**src/design/met_pkg.sv**
```systemverilog
// Package for the escape-time pixel engine: widths, reset values, register
// indexes, controller states and the command/status structs.
// Used by met_ctrl, met_datapath and mandelbrot_escape_time_pixel.
package met_pkg;

    localparam int COORD_WIDTH_DEF     = 32;
    localparam int COORD_FRAC_BITS_DEF = 28;
    localparam int COUNT_WIDTH_DEF     = 16;
    localparam int DIM_WIDTH_DEF       = 12;

    localparam int CFG_IDX_W  = 3;
    localparam int CFG_DATA_W = 32;
    localparam int CENTER_W   = 32;
    localparam int STEP_W     = 31;
    localparam int MAX_ITER_W = 16;
    localparam int IMG_DIM_W  = 13;
    localparam int ADDR_W     = 24;

    localparam logic [CENTER_W-1:0]   CENTER_RST   = '0;
    localparam logic [STEP_W-1:0]     STEP_RST     = 31'd268435;
    localparam logic [MAX_ITER_W-1:0] MAX_ITER_RST = 16'd256;
    localparam logic [IMG_DIM_W-1:0]  IMG_DIM_RST  = 13'd1024;

    typedef enum logic [CFG_IDX_W-1:0] {
        CFG_CENTER_RE   = 3'd0,
        CFG_CENTER_IM   = 3'd1,
        CFG_STEP_RE     = 3'd2,
        CFG_STEP_IM     = 3'd3,
        CFG_MAX_ITER    = 3'd4,
        CFG_IMAGE_WIDTH = 3'd5,
        CFG_IMAGE_HEIGHT = 3'd6
    } t_cfg_idx;

    typedef enum logic [2:0] {
        ST_IDLE,
        ST_MAP,
        ST_ORIGIN,
        ST_MUL,
        ST_ADD,
        ST_DONE
    } t_state;

    typedef struct packed {
        logic capture;
        logic map;
        logic origin;
        logic mul;
        logic iterate;
        logic publish;
    } t_dp_cmd;

    typedef struct packed {
        logic at_limit;
        logic escaped;
        logic out_free;
    } t_dp_status;

endpackage

```
**src/design/met_ctrl.sv**
```systemverilog
// Controller of the escape-time pixel engine: sequences mapping, the
// multiply/add iteration loop and result transfer. Depends on met_pkg.
module met_ctrl import met_pkg::*; (
    input  logic       i_clk,
    input  logic       i_rst_n,
    input  logic       i_in_valid,
    output logic       o_in_stall,
    input  t_dp_status i_status,
    output t_dp_cmd    o_cmd
);

    t_state r_state;
    t_state n_state;

    always_ff @(posedge i_clk) begin
        if (!i_rst_n) begin
            r_state <= ST_IDLE;
        end else begin
            r_state <= n_state;
        end
    end

    always_comb begin
        n_state    = r_state;
        o_cmd      = '0;
        o_in_stall = 1'b1;
        case (r_state)
            ST_IDLE: begin
                o_in_stall = 1'b0;
                if (i_in_valid) begin
                    o_cmd.capture = 1'b1;
                    n_state       = ST_MAP;
                end
            end
            ST_MAP: begin
                o_cmd.map = 1'b1;
                n_state   = ST_ORIGIN;
            end
            ST_ORIGIN: begin
                o_cmd.origin = 1'b1;
                n_state      = ST_MUL;
            end
            ST_MUL: begin
                if (i_status.at_limit) begin
                    n_state = ST_DONE;
                end else begin
                    o_cmd.mul = 1'b1;
                    n_state   = ST_ADD;
                end
            end
            ST_ADD: begin
                if (i_status.escaped) begin
                    n_state = ST_DONE;
                end else begin
                    o_cmd.iterate = 1'b1;
                    n_state       = ST_MUL;
                end
            end
            ST_DONE: begin
                if (i_status.out_free) begin
                    o_cmd.publish = 1'b1;
                    n_state       = ST_IDLE;
                end
            end
            default: begin
                n_state = ST_IDLE;
            end
        endcase
    end

    a_publish_free: assert property (@(posedge i_clk) disable iff (!i_rst_n)
        o_cmd.publish |-> i_status.out_free)
        else $error("result transfer while output register busy");

    a_capture_map: assert property (@(posedge i_clk) disable iff (!i_rst_n)
        o_cmd.capture |=> r_state == ST_MAP)
        else $error("capture not followed by mapping");

    a_escape_done: assert property (@(posedge i_clk) disable iff (!i_rst_n)
        (r_state == ST_ADD && i_status.escaped) |=> r_state == ST_DONE)
        else $error("escape did not end the iteration");

    a_limit_done: assert property (@(posedge i_clk) disable iff (!i_rst_n)
        (r_state == ST_MUL && i_status.at_limit) |=> r_state == ST_DONE)
        else $error("limit did not end the iteration");

endmodule

```
**config.mk**
```make
export PLATFORM = sky130hd
export DESIGN_NAME = met_ctrl
export DESIGN_NICKNAME = d
export VERILOG_FILES = /design/src/design/met_pkg.sv /design/src/design/met_ctrl.sv
export SDC_FILE = /design/constraint.sdc
export NUM_CORES = 1
export LEC_CHECK = 0
export ABC_AREA = 1
export ABC_CLOCK_PERIOD_IN_PS = 2700
export BUFFER_PORTS_ARGS = -buffer_cell sky130_fd_sc_hd__buf_2
export CORE_AREA = 2 2 39 41
export CTS_CLUSTER_DIAMETER = 40
export DETAILED_ROUTE_END_ITERATION = 8
export DIE_AREA = 0 0 41 43
export SLEW_MARGIN = 20
export SYNTH_ARGS = -nofsm -noshare
export SYNTH_HDL_FRONTEND = slang
export SYNTH_SLANG_ARGS = --single-unit
```
**constraint.sdc**
```tcl
create_clock -name i_clk -period 2.7 [get_ports i_clk]
set_clock_uncertainty 0.05 [all_clocks]
set_input_delay 0.27 -clock i_clk [delete_from_list [all_inputs] [get_ports i_clk]]
set_output_delay 0.27 -clock i_clk [all_outputs]
set_load 0.02 [all_outputs]
```
-- Word-level counts from Yosys, hierarchy flattened
Cells that the tools add are included.
- bits in registers: 3
- input bits: 6
- output and inout bits: 7
- word-level logic and storage cells: 26
- reductions and logical operators: 2
- equality and inequality tests: 7
- mux-type cells: 16
- operators with widths (cell ; count):
    $pmux 3 s6 ; 1
    $mux 1 ; 12
    $mux 3 ; 3
    $eq 3x2->1 const B ; 2
    $eq 3x3->1 const B ; 2
    $ne 2x2->1 const B ; 2
    $eq 3x1->1 const B ; 1
    $logic_not 3->1 ; 1
    $reduce_and 2->1 ; 1

-- Logic depth before layout (Yosys ltp)
- depth in word-level cells: 3
- gate-level depth with buffers: 5

-- Least setup slack after synthesis
Ideal clock, no wire load.
- kind: register to output
- start point: register r_state[1]
- end point: output o_cmd[5] (netlist bit)
- data arrival time: 998 ps
- buffers on the path: 0
- setup slack: 1382 ps
- stages on the path, launching flop included: 4
- cells stage by stage: dfxtp_1 -> nor2_2 -> nand2_1 -> nor2_1
- RTL lines (element ; line ; text):
    start: declaration ; met_ctrl.sv:12 ; t_state r_state;
    start signal: assignment ; met_ctrl.sv:19 ; r_state <= n_state;
    end: declaration ; met_ctrl.sv:9 ; output t_dp_cmd o_cmd

==> flow_metrics.env <==
export IMPL_outcome="complete, no violations"
export IMPL_syn_area_um2=206.4
export IMPL_antenna_found_initial=0
export IMPL_avgSynthCellArea_um2=5.899
export IMPL_rsz0062_at_grt="no"
export IMPL_overflow=0
export IMPL_ys_top_cells_by_area="dfxtp_1 (29%), nand3_1 (17%), inv_1 (15%)"
export IMPL_dr_pass1_iters=3
export IMPL_path_clk_slew_ps=40
export IMPL_vias_per_cell=3.746
export IMPL_cts_resized=0
export IMPL_synth_seq_cells=3
export IMPL_multi_input_area_um2=108.9
export IMPL_grt_pass1_vias=236
export IMPL_final_setup_worst_slack_ps=1286
export IMPL_final_core_util_pct=22.60
export IMPL_htree_levels=1
export IMPL_largest_reg_flops=3
export IMPL_max_cap_violations=0
export IMPL_gp_congestion=0.6793
export IMPL_irDropWorstVdd_v=0.0001697
export IMPL_cts_sink_count=3
export IMPL_synth_area_leader_cell="dfxtp_1"
export IMPL_cts_max_path_buffers=2
export IMPL_rows=14
export IMPL_power_per_cell_area_nw_per_um2=628.9
export IMPL_hold_violations=0
export IMPL_critPathKind="flip-flop to output pin"
export IMPL_grt_pass1_wl_um=890
export IMPL_drive_above_1_share_pct=39.22
export IMPL_avgRoutedWirePerCell_um=7.701
export IMPL_critPathMaxFanout=6
export IMPL_setup_viol=0
export IMPL_slew_headroom_pct=83.87
export IMPL_layout_commonest_cell="buf_2"
export IMPL_crit_arrival_ps=1090
export IMPL_cp_required_ps=2380
export IMPL_coreArea_um2=1384
export IMPL_detail_route_antenna_nets=0
export IMPL_track_usage_pct=7.924
export IMPL_tightest_slew_ps=241.6
export IMPL_timing_final_crit_share_pct=52.36
export IMPL_hold_class="input port to flip-flop"
export IMPL_num_antenna_cells=0
export IMPL_finalMaxSlewViolations=0
export IMPL_num_vias=251
export IMPL_cts_setup_buffers=0
export IMPL_initial_core_util_pct=14.92
export IMPL_top_regs="r_state (3)"
export IMPL_wl_um=516
export IMPL_numCtsBuffers=3
export IMPL_cp_start_kind="flip-flop"
export IMPL_drt_first_iter_violations=5
export IMPL_io_pins=13
export IMPL_post_dp_hpwl_um=427.8
export IMPL_fmax_mhz=707.4
export IMPL_fin_crit_ps=1414
export IMPL_final_nets=58
export IMPL_io_buffers=12
export IMPL_synth_cell_type_count=10
export IMPL_grt_start_max_net_pins=8
export IMPL_die_y_um=43
export IMPL_ys_warn_count=0
export IMPL_hold_worst_slack_ps=232.0
export IMPL_area_delta_synth_final_pct=51.52
export IMPL_p_leak_nw=0.1899
export IMPL_drc=0
export IMPL_ys_seq_area_share_pct=29.09
export IMPL_cts_root_buffer="clkbuf_4"
export IMPL_register_area_um2=60.06
export IMPL_end_kind="output pin"
export IMPL_dp_worst_setup_slack_ps=1525
export IMPL_cts_tree="yes"
export IMPL_clock_latency_ps=230
export IMPL_final_cell_mix="buf_2 (12), inv_1 (8), nand3_1 (7)"
export IMPL_tns_ps=0
export IMPL_syn_inst=35
export IMPL_synth_top_area_share_pct=29.09
export IMPL_reg2reg_slack_ps=1660
export IMPL_hold_buffers=0
export IMPL_die_area_um2=1763
export IMPL_die_width_um=41
export IMPL_largest_register="r_state"
export IMPL_p_total_mw=0.1967
export IMPL_synthesis_nets=41
export IMPL_fillers=163
-- critical path: stages, from the launching register on --
cell and delay (ps):
dfxtp_1 350, nor2_2 180, nand3_1 110, inv_1 60
buf_2 150
-- layer usage --
layer	global-route usage, %	vias up	part of all wire (%)
li1	-	139	-
met1	9.295	103	42
met2	10.00	7	50
met3	1.571	2	4.3
met4	10.00	0	2.9
met5	0	-	0
-- worst paths after layout --
path,startpoint,endpoint,depth (start not counted)
worst max-delay path,r_state[1],o_cmd[1],4
worst min-delay path,i_rst_n,r_state[0],3
worst max register to register,r_state[1],r_state[0],4
worst min register to register,r_state[2],r_state[1],2
-- cells in the mapped netlist, drive strengths merged --
cell and count:
nor2 8, nand3 8, dfxtp 3, o21ai 1, nand2 3, inv 10
a31oi 2
-- power by group --
part / internal, mW / switching (mW)
Clock: 0.0553 / 0.0224
Combinational: 0.0218 / 0.0381
Sequential: 0.0499 / 0.00917
Total: 0.127 / 0.0697
-- cell type report --
cell class	count	area share, %
tap	16	6.400
sequential	3	19.20
timing repair buffer	12	19.20
clock buffer	4	8.400
multi-input combinational	22	34.80
inverter	10	12.00
-- stage by stage --
stage	instance area, um2	std cells
after CTS	312.8	67
after detailed placement	286.5	63
after global placement	286.5	63
after floorplan	206.4	35
final	312.8	67
after global routing	312.8	67
-- kinds of logic after synthesis --
kind of cell           after synthesis  share of synthesized area [%]
AND/OR/NAND/NOR                     19                          44.24
buffers and inverters               10                          18.18
AO/OA/AOI/OAI                        3                          8.482
flip-flops                           3                          29.09
Note: power is estimated with default switching activity, not from simulation.
